--- config.mk ---
export PLATFORM = sky130hd
export DESIGN_NAME = multichannel_power_integrator_top_flat
export DESIGN_NICKNAME = d
export VERILOG_FILES = /design/src/design/mpi_pkg.sv /design/src/design/mpi_if.sv /design/src/design/mpi_acc_mem.sv /design/src/design/mpi_divider.sv /design/src/design/multichannel_power_integrator_top.sv /design/src/flat_wrapper.sv
export SDC_FILE = /design/constraint.sdc
export NUM_CORES = 2
export LEC_CHECK = 0
export BUFFER_PORTS_ARGS = -buffer_cell sky130_fd_sc_hd__buf_2
export CORE_ASPECT_RATIO = 2
export CORE_MARGIN = 4
export CORE_UTILIZATION = 33
export CTS_CLUSTER_DIAMETER = 100
export DETAILED_ROUTE_END_ITERATION = 12
export GPL_TIMING_DRIVEN = 0
export PLACE_DENSITY = 0.57
export SKIP_LAST_GASP = 1
export SYNTH_ARGS = -nofsm -noshare
export SYNTH_HDL_FRONTEND = slang
export SYNTH_SLANG_ARGS = --single-unit
--- constraint.sdc ---
create_clock -name clk -period 18.83 [get_ports clk]
set_clock_uncertainty 0.2 [all_clocks]
set_input_delay 4.7075 -clock clk [delete_from_list [all_inputs] [get_ports clk]]
set_output_delay 4.7075 -clock clk [all_outputs]
set_load 0.01 [all_outputs]
--- src/design/mpi_pkg.sv ---
`default_nettype none
package mpi_pkg;

  localparam int unsigned ACC_W  = 56;
  localparam int unsigned STEP_W = 25;
  localparam int unsigned NCH_W  = 5;
  localparam int unsigned CH_W   = 4;
  localparam int unsigned CNT_W  = 32;
  localparam int unsigned POW_W  = 32;
  localparam int unsigned ADDR_W = 2;

  localparam logic [ADDR_W-1:0] CFG_NUM_CHANNELS  = 2'd0;
  localparam logic [ADDR_W-1:0] CFG_COMPLEX_MODE  = 2'd1;
  localparam logic [ADDR_W-1:0] CFG_SAMPLES_PER_INT = 2'd2;

  localparam logic [NCH_W-1:0]  NUM_CHANNELS_RST = 5'd1;
  localparam logic [STEP_W-1:0] SAMPLES_PER_INT_RST = 25'd1000;

  localparam logic [ACC_W-1:0] ACC_MAX = {ACC_W{1'b1}};

  typedef struct packed {
    logic busy;
    logic done;
  } div_status_t;

  typedef struct packed {
    logic wr_en;
    logic rd_en;
    logic clear;
  } mem_ctrl_t;

endpackage
`default_nettype wire

--- src/design/mpi_if.sv ---
`default_nettype none
interface mpi_sample_if #(
  parameter int unsigned SAMPLE_BITS = 16
);
  logic                          valid;
  logic                          ready;
  logic [mpi_pkg::CH_W-1:0]      channel;
  logic signed [SAMPLE_BITS-1:0] real_part;
  logic signed [SAMPLE_BITS-1:0] imag_part;

  modport source (output valid, output channel, output real_part, output imag_part,
                  input ready);
  modport sink (input valid, input channel, input real_part, input imag_part,
                output ready);
endinterface

interface mpi_result_if;
  logic                      valid;
  logic                      ready;
  logic [mpi_pkg::CNT_W-1:0] integration_number;
  logic [mpi_pkg::CH_W-1:0]  out_channel;
  logic [mpi_pkg::POW_W-1:0] mean_power;
  logic                      last;

  modport source (output valid, output integration_number, output out_channel,
                  output mean_power, output last, input ready);
  modport sink (input valid, input integration_number, input out_channel,
                input mean_power, input last, output ready);
endinterface

interface mpi_cfg_if;
  logic                       valid;
  logic                       ready;
  logic [mpi_pkg::ADDR_W-1:0] addr;
  logic [mpi_pkg::STEP_W-1:0] data;

  modport source (output valid, output addr, output data, input ready);
  modport sink (input valid, input addr, input data, output ready);
endinterface
`default_nettype wire

--- src/design/mpi_acc_mem.sv ---
`default_nettype none
module mpi_acc_mem #(
  parameter int unsigned DEPTH = 16,
  parameter int unsigned AW    = 4
) (
  input  wire logic                      clk,
  input  wire logic                      rst,
  input  wire mpi_pkg::mem_ctrl_t        ctrl,
  input  wire logic [AW-1:0]             wr_addr,
  input  wire logic [mpi_pkg::ACC_W-1:0] wr_data,
  input  wire logic [AW-1:0]             rd_addr,
  output logic [mpi_pkg::ACC_W-1:0]      rd_data
);

  logic [mpi_pkg::ACC_W-1:0] mem [DEPTH];
  logic [DEPTH-1:0]          valid;

  always_ff @(posedge clk) begin
    if (ctrl.wr_en) begin
      mem[wr_addr] <= wr_data;
    end
    if (ctrl.rd_en) begin
      rd_data <= valid[rd_addr] ? mem[rd_addr] : '0;
    end
  end

  // an entry not written since the last dump reads as zero
  always_ff @(posedge clk) begin
    if (rst || ctrl.clear) begin
      valid <= '0;
    end else if (ctrl.wr_en) begin
      valid[wr_addr] <= 1'b1;
    end
  end

endmodule
`default_nettype wire

--- src/design/mpi_divider.sv ---
`default_nettype none
module mpi_divider (
  input  wire logic                       clk,
  input  wire logic                       rst,
  input  wire logic                       start,
  input  wire logic [mpi_pkg::ACC_W-1:0]  dividend,
  input  wire logic [mpi_pkg::STEP_W-1:0] divisor,
  output mpi_pkg::div_status_t            status,
  output logic [mpi_pkg::POW_W-1:0]       quotient
);

  localparam int unsigned CW = $clog2(mpi_pkg::ACC_W + 1);

  logic [mpi_pkg::STEP_W-1:0] rem;
  logic [mpi_pkg::STEP_W-1:0] dsr;
  logic [mpi_pkg::ACC_W-1:0]  dvd;
  logic [mpi_pkg::POW_W-1:0]  quo;
  logic                       sat;
  logic [CW-1:0]              cnt;
  logic [mpi_pkg::STEP_W:0]   trial;
  logic                       fits;
  logic [mpi_pkg::STEP_W:0]   diff;

  always_comb begin
    trial = {rem, dvd[mpi_pkg::ACC_W-1]};
    fits  = trial >= {1'b0, dsr};
    diff  = trial - {1'b0, dsr};
  end

  always_ff @(posedge clk) begin
    if (start) begin
      rem <= '0;
      dsr <= divisor;
      dvd <= dividend;
      quo <= '0;
      sat <= 1'b0;
    end else if (status.busy) begin
      rem <= fits ? diff[mpi_pkg::STEP_W-1:0] : trial[mpi_pkg::STEP_W-1:0];
      dvd <= {dvd[mpi_pkg::ACC_W-2:0], 1'b0};
      // a bit pushed out of the top means the quotient does not fit
      quo <= {quo[mpi_pkg::POW_W-2:0], fits};
      sat <= sat | quo[mpi_pkg::POW_W-1];
    end
  end

  always_ff @(posedge clk) begin
    if (rst) begin
      status <= '0;
      cnt    <= '0;
    end else if (start) begin
      status.busy <= 1'b1;
      status.done <= 1'b0;
      cnt         <= CW'(mpi_pkg::ACC_W);
    end else if (status.busy) begin
      cnt <= cnt - 1'b1;
      if (cnt == CW'(1)) begin
        status.busy <= 1'b0;
        status.done <= 1'b1;
      end
    end else begin
      status.done <= 1'b0;
    end
  end

  assign quotient = sat ? '1 : quo;

endmodule
`default_nettype wire

--- src/design/multichannel_power_integrator_top.sv ---
// Channel   | Dir | Carries
// cfg       | in  | addr (register index), data (write value)
// samples   | in  | channel, real_part, imag_part
// results   | out | integration_number, out_channel, mean_power, last
//
// A sample passes S_SQ_RE, in complex mode S_SQ_IM and S_ADD, then S_ACC:
// a single squarer is used once per part, then one saturating add into the
// accumulator. A dump runs each channel through the bit-serial divider and
// waits on any result sink stall; samples are not taken during a dump.
// rst is synchronous and active high; it restores register defaults and
// empties every accumulator at once.
`default_nettype none
module multichannel_power_integrator_top #(
  parameter int unsigned MAX_CHANNELS = 16,
  parameter int unsigned SAMPLE_BITS  = 16
) (
  input  wire logic    clk,
  input  wire logic    rst,
  mpi_cfg_if.sink      cfg,
  mpi_sample_if.sink   samples,
  mpi_result_if.source results
);

  localparam int unsigned AW    = (MAX_CHANNELS > 1) ? $clog2(MAX_CHANNELS) : 1;
  localparam int unsigned NW    = $clog2(MAX_CHANNELS + 1);
  localparam int unsigned PW    = 2 * SAMPLE_BITS + 1;
  localparam int unsigned SUM_W = ((PW > mpi_pkg::ACC_W) ? PW : mpi_pkg::ACC_W) + 1;

  typedef enum logic [8:0] {
    S_IDLE     = 9'b000000001,
    S_SQ_RE    = 9'b000000010,
    S_SQ_IM    = 9'b000000100,
    S_ADD      = 9'b000001000,
    S_ACC      = 9'b000010000,
    S_DUMP_RD  = 9'b000100000,
    S_DIV_LOAD = 9'b001000000,
    S_DIV_WAIT = 9'b010000000,
    S_EMIT     = 9'b100000000
  } state_t;

  state_t state;
  state_t state_next;

  logic [mpi_pkg::NCH_W-1:0]  num_channels;
  logic                       complex_mode;
  logic [mpi_pkg::STEP_W-1:0] samples_per_integration;

  logic [mpi_pkg::STEP_W-1:0] step_count;
  logic [mpi_pkg::CNT_W-1:0]  integration_counter;

  logic [AW-1:0]              ch;
  logic [SAMPLE_BITS-1:0]     re;
  logic [SAMPLE_BITS-1:0]     im;
  logic [PW-1:0]              power;
  logic [2*SAMPLE_BITS-1:0]   prod;
  logic [AW-1:0]              k;

  logic [NW-1:0]              nc_eff;
  logic [mpi_pkg::STEP_W-1:0] len;
  logic [mpi_pkg::STEP_W-1:0] step_inc;
  logic [AW+mpi_pkg::CH_W-1:0] in_ch_wide;
  logic [AW+mpi_pkg::CH_W-1:0] k_wide;
  logic                       in_accept;
  logic                       in_range;
  logic                       ch_is_last;
  logic                       k_is_last;

  logic [SAMPLE_BITS-1:0]     mul_in;
  logic [SAMPLE_BITS-1:0]     mag;
  logic [2*SAMPLE_BITS-1:0]   mul_out;
  logic [SUM_W-1:0]           acc_sum;
  logic [mpi_pkg::ACC_W-1:0]  acc_new;

  mpi_pkg::mem_ctrl_t         mem_ctrl;
  logic [AW-1:0]              rd_addr;
  logic [mpi_pkg::ACC_W-1:0]  rd_data;

  mpi_pkg::div_status_t       div_status;
  logic [mpi_pkg::POW_W-1:0]  quotient;
  logic                       div_start;

  // configuration registers
  assign cfg.ready = 1'b1;

  always_ff @(posedge clk) begin
    if (rst) begin
      num_channels            <= mpi_pkg::NUM_CHANNELS_RST;
      complex_mode            <= 1'b0;
      samples_per_integration <= mpi_pkg::SAMPLES_PER_INT_RST;
    end else if (cfg.valid) begin
      case (cfg.addr)
        mpi_pkg::CFG_NUM_CHANNELS: begin
          num_channels <= cfg.data[mpi_pkg::NCH_W-1:0];
        end
        mpi_pkg::CFG_COMPLEX_MODE: begin
          complex_mode <= cfg.data[0];
        end
        mpi_pkg::CFG_SAMPLES_PER_INT: begin
          samples_per_integration <= cfg.data;
        end
        default: begin
        end
      endcase
    end
  end

  // clamp channel count and length into their usable ranges
  always_comb begin
    if (num_channels == '0) begin
      nc_eff = NW'(1);
    end else if (32'(num_channels) > 32'(MAX_CHANNELS)) begin
      nc_eff = NW'(MAX_CHANNELS);
    end else begin
      nc_eff = NW'(num_channels);
    end
    len        = (samples_per_integration == '0) ? mpi_pkg::STEP_W'(1)
                                                 : samples_per_integration;
    in_ch_wide = {{AW{1'b0}}, samples.channel};
    k_wide     = {{mpi_pkg::CH_W{1'b0}}, k};
    in_accept  = samples.valid && samples.ready;
    in_range   = 32'(samples.channel) < 32'(nc_eff);
    ch_is_last = 32'(ch) + 32'd1 == 32'(nc_eff);
    k_is_last  = 32'(k) + 32'd1 == 32'(nc_eff);
    step_inc   = step_count + 1'b1;
  end

  // shared squarer
  always_comb begin
    mul_in  = (state == S_SQ_IM) ? im : re;
    mag     = mul_in[SAMPLE_BITS-1] ? (~mul_in + 1'b1) : mul_in;
    mul_out = (2*SAMPLE_BITS)'(mag) * (2*SAMPLE_BITS)'(mag);
    acc_sum = SUM_W'(rd_data) + SUM_W'(power);
    acc_new = (acc_sum[SUM_W-1:mpi_pkg::ACC_W] != '0) ? mpi_pkg::ACC_MAX
                                                      : acc_sum[mpi_pkg::ACC_W-1:0];
  end

  always_comb begin
    state_next = state;
    mem_ctrl   = '0;
    rd_addr    = k;
    div_start  = 1'b0;
    case (state)
      S_IDLE: begin
        rd_addr        = in_ch_wide[AW-1:0];
        mem_ctrl.rd_en = in_accept;
        if (in_accept && in_range) begin
          state_next = S_SQ_RE;
        end
      end
      S_SQ_RE: begin
        state_next = complex_mode ? S_SQ_IM : S_ACC;
      end
      S_SQ_IM: begin
        state_next = S_ADD;
      end
      S_ADD: begin
        state_next = S_ACC;
      end
      S_ACC: begin
        mem_ctrl.wr_en = 1'b1;
        if (ch_is_last && step_inc != '0 && step_inc >= len) begin
          state_next = S_DUMP_RD;
        end else begin
          state_next = S_IDLE;
        end
      end
      S_DUMP_RD: begin
        mem_ctrl.rd_en = 1'b1;
        state_next     = S_DIV_LOAD;
      end
      S_DIV_LOAD: begin
        div_start  = 1'b1;
        state_next = S_DIV_WAIT;
      end
      S_DIV_WAIT: begin
        if (div_status.done) begin
          state_next = S_EMIT;
        end
      end
      S_EMIT: begin
        if (results.ready) begin
          if (k_is_last) begin
            mem_ctrl.clear = 1'b1;
            state_next     = S_IDLE;
          end else begin
            state_next = S_DUMP_RD;
          end
        end
      end
      default: begin
        state_next = S_IDLE;
      end
    endcase
  end

  assign samples.ready = (state == S_IDLE);

  always_ff @(posedge clk) begin
    if (rst) begin
      state               <= S_IDLE;
      step_count          <= '0;
      integration_counter <= '0;
      k                   <= '0;
      results.valid       <= 1'b0;
    end else begin
      state <= state_next;
      if (state == S_ACC && ch_is_last) begin
        step_count <= step_inc;
        k          <= '0;
      end
      if (state == S_DIV_WAIT && div_status.done) begin
        results.valid <= 1'b1;
      end
      if (state == S_EMIT && results.ready) begin
        results.valid <= 1'b0;
        if (k_is_last) begin
          step_count          <= '0;
          integration_counter <= integration_counter + 1'b1;
        end else begin
          k <= k + 1'b1;
        end
      end
    end
  end

  // sample and result payload
  always_ff @(posedge clk) begin
    if (in_accept) begin
      ch <= in_ch_wide[AW-1:0];
      re <= samples.real_part;
      im <= samples.imag_part;
    end
    if (state == S_SQ_RE) begin
      power <= PW'(mul_out);
    end
    if (state == S_SQ_IM) begin
      prod <= mul_out;
    end
    if (state == S_ADD) begin
      power <= power + PW'(prod);
    end
    if (state == S_DIV_WAIT && div_status.done) begin
      results.integration_number <= integration_counter;
      results.out_channel        <= k_wide[mpi_pkg::CH_W-1:0];
      results.mean_power         <= quotient;
      results.last               <= k_is_last;
    end
  end

  mpi_acc_mem #(
    .DEPTH (MAX_CHANNELS),
    .AW    (AW)
  ) u_acc_mem (
    .clk     (clk),
    .rst     (rst),
    .ctrl    (mem_ctrl),
    .wr_addr (ch),
    .wr_data (acc_new),
    .rd_addr (rd_addr),
    .rd_data (rd_data)
  );

  mpi_divider u_divider (
    .clk      (clk),
    .rst      (rst),
    .start    (div_start),
    .dividend (rd_data),
    .divisor  (step_count),
    .status   (div_status),
    .quotient (quotient)
  );

endmodule
`default_nettype wire
--- src/flat_wrapper.sv ---
// flat-port wrapper written by rule: the top's interface ports become plain ports
module multichannel_power_integrator_top_flat 
#(
  parameter int unsigned MAX_CHANNELS = 16,
  parameter int unsigned SAMPLE_BITS  = 16
)
  (clk, rst, cfg_valid, cfg_addr, cfg_data, cfg_ready, samples_valid, samples_channel, samples_real_part, samples_imag_part, samples_ready, results_valid, results_integration_number, results_out_channel, results_mean_power, results_last, results_ready);
  mpi_cfg_if cfg_i ();
  mpi_sample_if #(.SAMPLE_BITS(SAMPLE_BITS)) samples_i ();
  mpi_result_if results_i ();
  input  wire logic clk;
  input  wire logic rst;
  input wire logic [$bits(cfg_i.valid)-1:0] cfg_valid;
  input wire logic [$bits(cfg_i.addr)-1:0] cfg_addr;
  input wire logic [$bits(cfg_i.data)-1:0] cfg_data;
  output wire logic [$bits(cfg_i.ready)-1:0] cfg_ready;
  input wire logic [$bits(samples_i.valid)-1:0] samples_valid;
  input wire logic [$bits(samples_i.channel)-1:0] samples_channel;
  input wire logic [$bits(samples_i.real_part)-1:0] samples_real_part;
  input wire logic [$bits(samples_i.imag_part)-1:0] samples_imag_part;
  output wire logic [$bits(samples_i.ready)-1:0] samples_ready;
  output wire logic [$bits(results_i.valid)-1:0] results_valid;
  output wire logic [$bits(results_i.integration_number)-1:0] results_integration_number;
  output wire logic [$bits(results_i.out_channel)-1:0] results_out_channel;
  output wire logic [$bits(results_i.mean_power)-1:0] results_mean_power;
  output wire logic [$bits(results_i.last)-1:0] results_last;
  input wire logic [$bits(results_i.ready)-1:0] results_ready;
  assign cfg_i.valid = cfg_valid;
  assign cfg_i.addr = cfg_addr;
  assign cfg_i.data = cfg_data;
  assign cfg_ready = cfg_i.ready;
  assign samples_i.valid = samples_valid;
  assign samples_i.channel = samples_channel;
  assign samples_i.real_part = samples_real_part;
  assign samples_i.imag_part = samples_imag_part;
  assign samples_ready = samples_i.ready;
  assign results_valid = results_i.valid;
  assign results_integration_number = results_i.integration_number;
  assign results_out_channel = results_i.out_channel;
  assign results_mean_power = results_i.mean_power;
  assign results_last = results_i.last;
  assign results_i.ready = results_ready;
  multichannel_power_integrator_top #(.MAX_CHANNELS(MAX_CHANNELS), .SAMPLE_BITS(SAMPLE_BITS)) u_core (.clk(clk), .rst(rst), .cfg(cfg_i), .samples(samples_i), .results(results_i));
endmodule
==> reports/results.txt <==
FF+latch count, synth -> 1386
RePlAce Congestion -> 0.904
worst-path fanout max -> 10
area of the multi-input gates -> 25500 um^2
DR vias -> 45.8k
status -> complete, but fails checks
Clock Pin Slew Worst Setup and Hold Paths -> 0.08 ns
initial DRC count -> 2959
Worst R2R Path Depth -> 41
count leader, synth -> edfxtp_1
Max Clock Freq -> 78.6 MHz
register area -> 39800 um^2
Max Root-Sink Buffers -> 3
crit share post-route -> 0.676
synth cell count leaders -> edfxtp_1, nand2_1, nor2_1, inv_1, a211oi_1
vias in the first global route -> 48.1k
share of the synthesized area in the top cell type -> 0.532
slowest stage delay, CP -> 0.65 ns
Hold-fix buffers, CTS -> 0
Final ANT Viol Nets -> 0
RSZ-0062 raised after global routing -> no
FFs w/ async S/R, synth -> 0
Post-synth EDFFs -> 1202
die height -> 649 um
DR vias/cell -> 5.11
Most used DFF post-synth -> edfxtp_1
DRC Markers -> 0
Die X -> 329 um
Hold Path Depth -> 0
Startpoint Class -> register
sequential share of the synthesized area -> 0.586
PortBufs -> 138
dpl hpwl -> 148000 um
Area growth, synth to finish -> 12.8%
min Tclk post-route -> 12.72 ns
max cap viols -> 1
post-DR wirelength/cell -> 22.2 um
# clock sinks -> 1386
Post-CTS Setup Bufs -> 0
worst slew pin tran -> 1.49 ns
total die area -> 213000 um^2
max_slew headroom -> 0.00785
Mapped Cells -> 5856
most numerous cell on the critical path -> inv_1
Layout Nets -> 6601
crit path DAT -> 13.02 ns
core area -> 205000 um^2
Critical Path Stages -> 41
Crit path max-delay family -> adder cells
count of pins over their slew limit -> 0
grt total ovfl -> 0
Root Driver -> clkbuf_16
IO Pins -> 140
drt first pass iters -> 6
row count -> 235
clock latency at the later pin of the worst-skew pair -> 0.74 ns
GR Util All Layers -> 0.182
Routed WL -> 199000 um
initial antenna violation count -> 8
Synth Cell Area -> 67900 um^2
Reg2Reg Setup Slack -> 6.11 ns
Fillers -> 20.0k
CP endpoint kind -> register
cts bufs inserted -> 112
Mapped Avg Cell Area -> 11.6 um^2
failing checks -> capacitance limit
Yosys top cell by area -> edfxtp_1
critical path class -> register to register
CP bufs+invs -> 15
top post-synthesis cells by area -> edfxtp_1, nand2_1, dfxtp_1
CTS tree -> built
worst hold path type -> register to register
Setup TNS -> 0 ns
final setup fails -> 0
CTS-repair resized insts -> 0
first-pass GRT wire length -> 293000 um
Data required, critical path -> 19.13 ns
Initial Utilization -> 0.332
Yosys warnings -> 0
Final Hold Vio Count -> 0
Crit-path slowest cell -> clkbuf_1
largest net degree at the start of global routing -> 57
Synth cell types -> 93
layout cells sized above 1 -> 0.0904
# H-tree levels -> 3
==> final timing paths <==
| path | start | to |
|---|---|---|
| worst max-delay path | u_core.state[7] | u_core.power[31] |
| worst min-delay path | u_core.step_count[2] | u_core.u_divider.dsr[2] |
| worst max register to register | u_core.state[7] | u_core.power[31] |
| worst min register to register | u_core.step_count[2] | u_core.u_divider.dsr[2] |
==> through the flow <==
step / worst slack (ns) / hold WS, ns / instance area, um^2 / util / std cells
after CTS: 5.90 / 0.222 / 76500 / 0.374 / 8964
after detailed placement: 5.95 / 0.213 / 72700 / 0.355 / 8754
after global placement: 5.20 / 0.211 / 72000 / 0.352 / 8729
after floorplan: 8.79 / 0.203 / 67900 / - / 5866
after global routing: 5.44 / 0.232 / 76500 / 0.374 / 8965
final: 6.11 / 0.227 / 76500 / 0.374 / 8968
==> logic make-up after synthesis <==
family                   share of synthesized area
adder cells (fa/ha/maj)                     0.0904
multiplexers                                0.0111
AO/OA/AOI/OAI                                0.110
AND/OR/NAND/NOR                              0.134
flip-flops                                   0.586
other                                     0.000111
XOR/XNOR                                    0.0289
buffers and inverters                       0.0393
==> per-layer routing <==
| metal | global-route usage | vias to the layer above | wire [um] |
|---|---|---|---|
| li1 | - | 21400 | - |
| met1 | 0.165 | 22600 | 63800 |
| met2 | 0.373 | 1230 | 115000 |
| met3 | 0.0177 | 548 | 7090 |
| met4 | 0.111 | 4 | 13700 |
| met5 | 0 | - | 23 |
==> state kept, by name, summed over array words and instances, names as in the netlist, 5 cells and up <==
signal / flops
u_core.num_channels: 5
u_core.integration_counter: 32
u_core.step_count: 25
u_core.state: 9
u_core.u_acc_mem.valid: 16
u_core.power: 33
u_core.results.integration_number: 32
u_core.results.mean_power: 32
u_core.im: 16
u_core.u_divider.dvd: 56
u_core.u_divider.dsr: 25
u_core.samples_per_integration: 25
u_core.u_divider.rem: 25
u_core.u_acc_mem.mem: 896
u_core.u_divider.quo: 32
u_core.prod: 31
u_core.u_acc_mem.rd_data: 56
u_core.u_divider.cnt: 6
u_core.re: 16
==> layout make-up <==
cell class,instances,area share
sequential,1386,0.520
clock inverter,75,0.0112
multi-input combinational,3833,0.334
antenna,4,0.000131
inverter,348,0.0171
buffer,299,0.0178
clock buffer,135,0.0388
timing repair buffer,163,0.0170
tap,2725,0.0446
==> layout by cell type, fill, tap and decap left out, types with 36 or more instances in the layout <==
master	netlist	routed
a311oi_1	117	117
and2_1	199	183
or2_2	38	38
inv_1	340	337
clkbuf_16	0	114
a211oi_1	307	307
dfxtp_1	184	184
edfxtp_1	1202	1202
nand3_1	55	55
ha_1	223	223
mux2i_1	62	61
nor3_1	47	47
a31oi_1	132	131
o21ai_0	126	123
a21oi_1	252	252
xnor2_1	130	130
clkbuf_1	172	188
nand2_1	1093	1092
a21o_1	53	53
fa_1	167	167
xor2_1	91	91
buf_2	75	213
and3_1	36	36
nor2_1	366	365
Power is left out: the tool's default activity adds up to more than one toggle a clock period on the data nets, which glitch-free logic cannot reach.
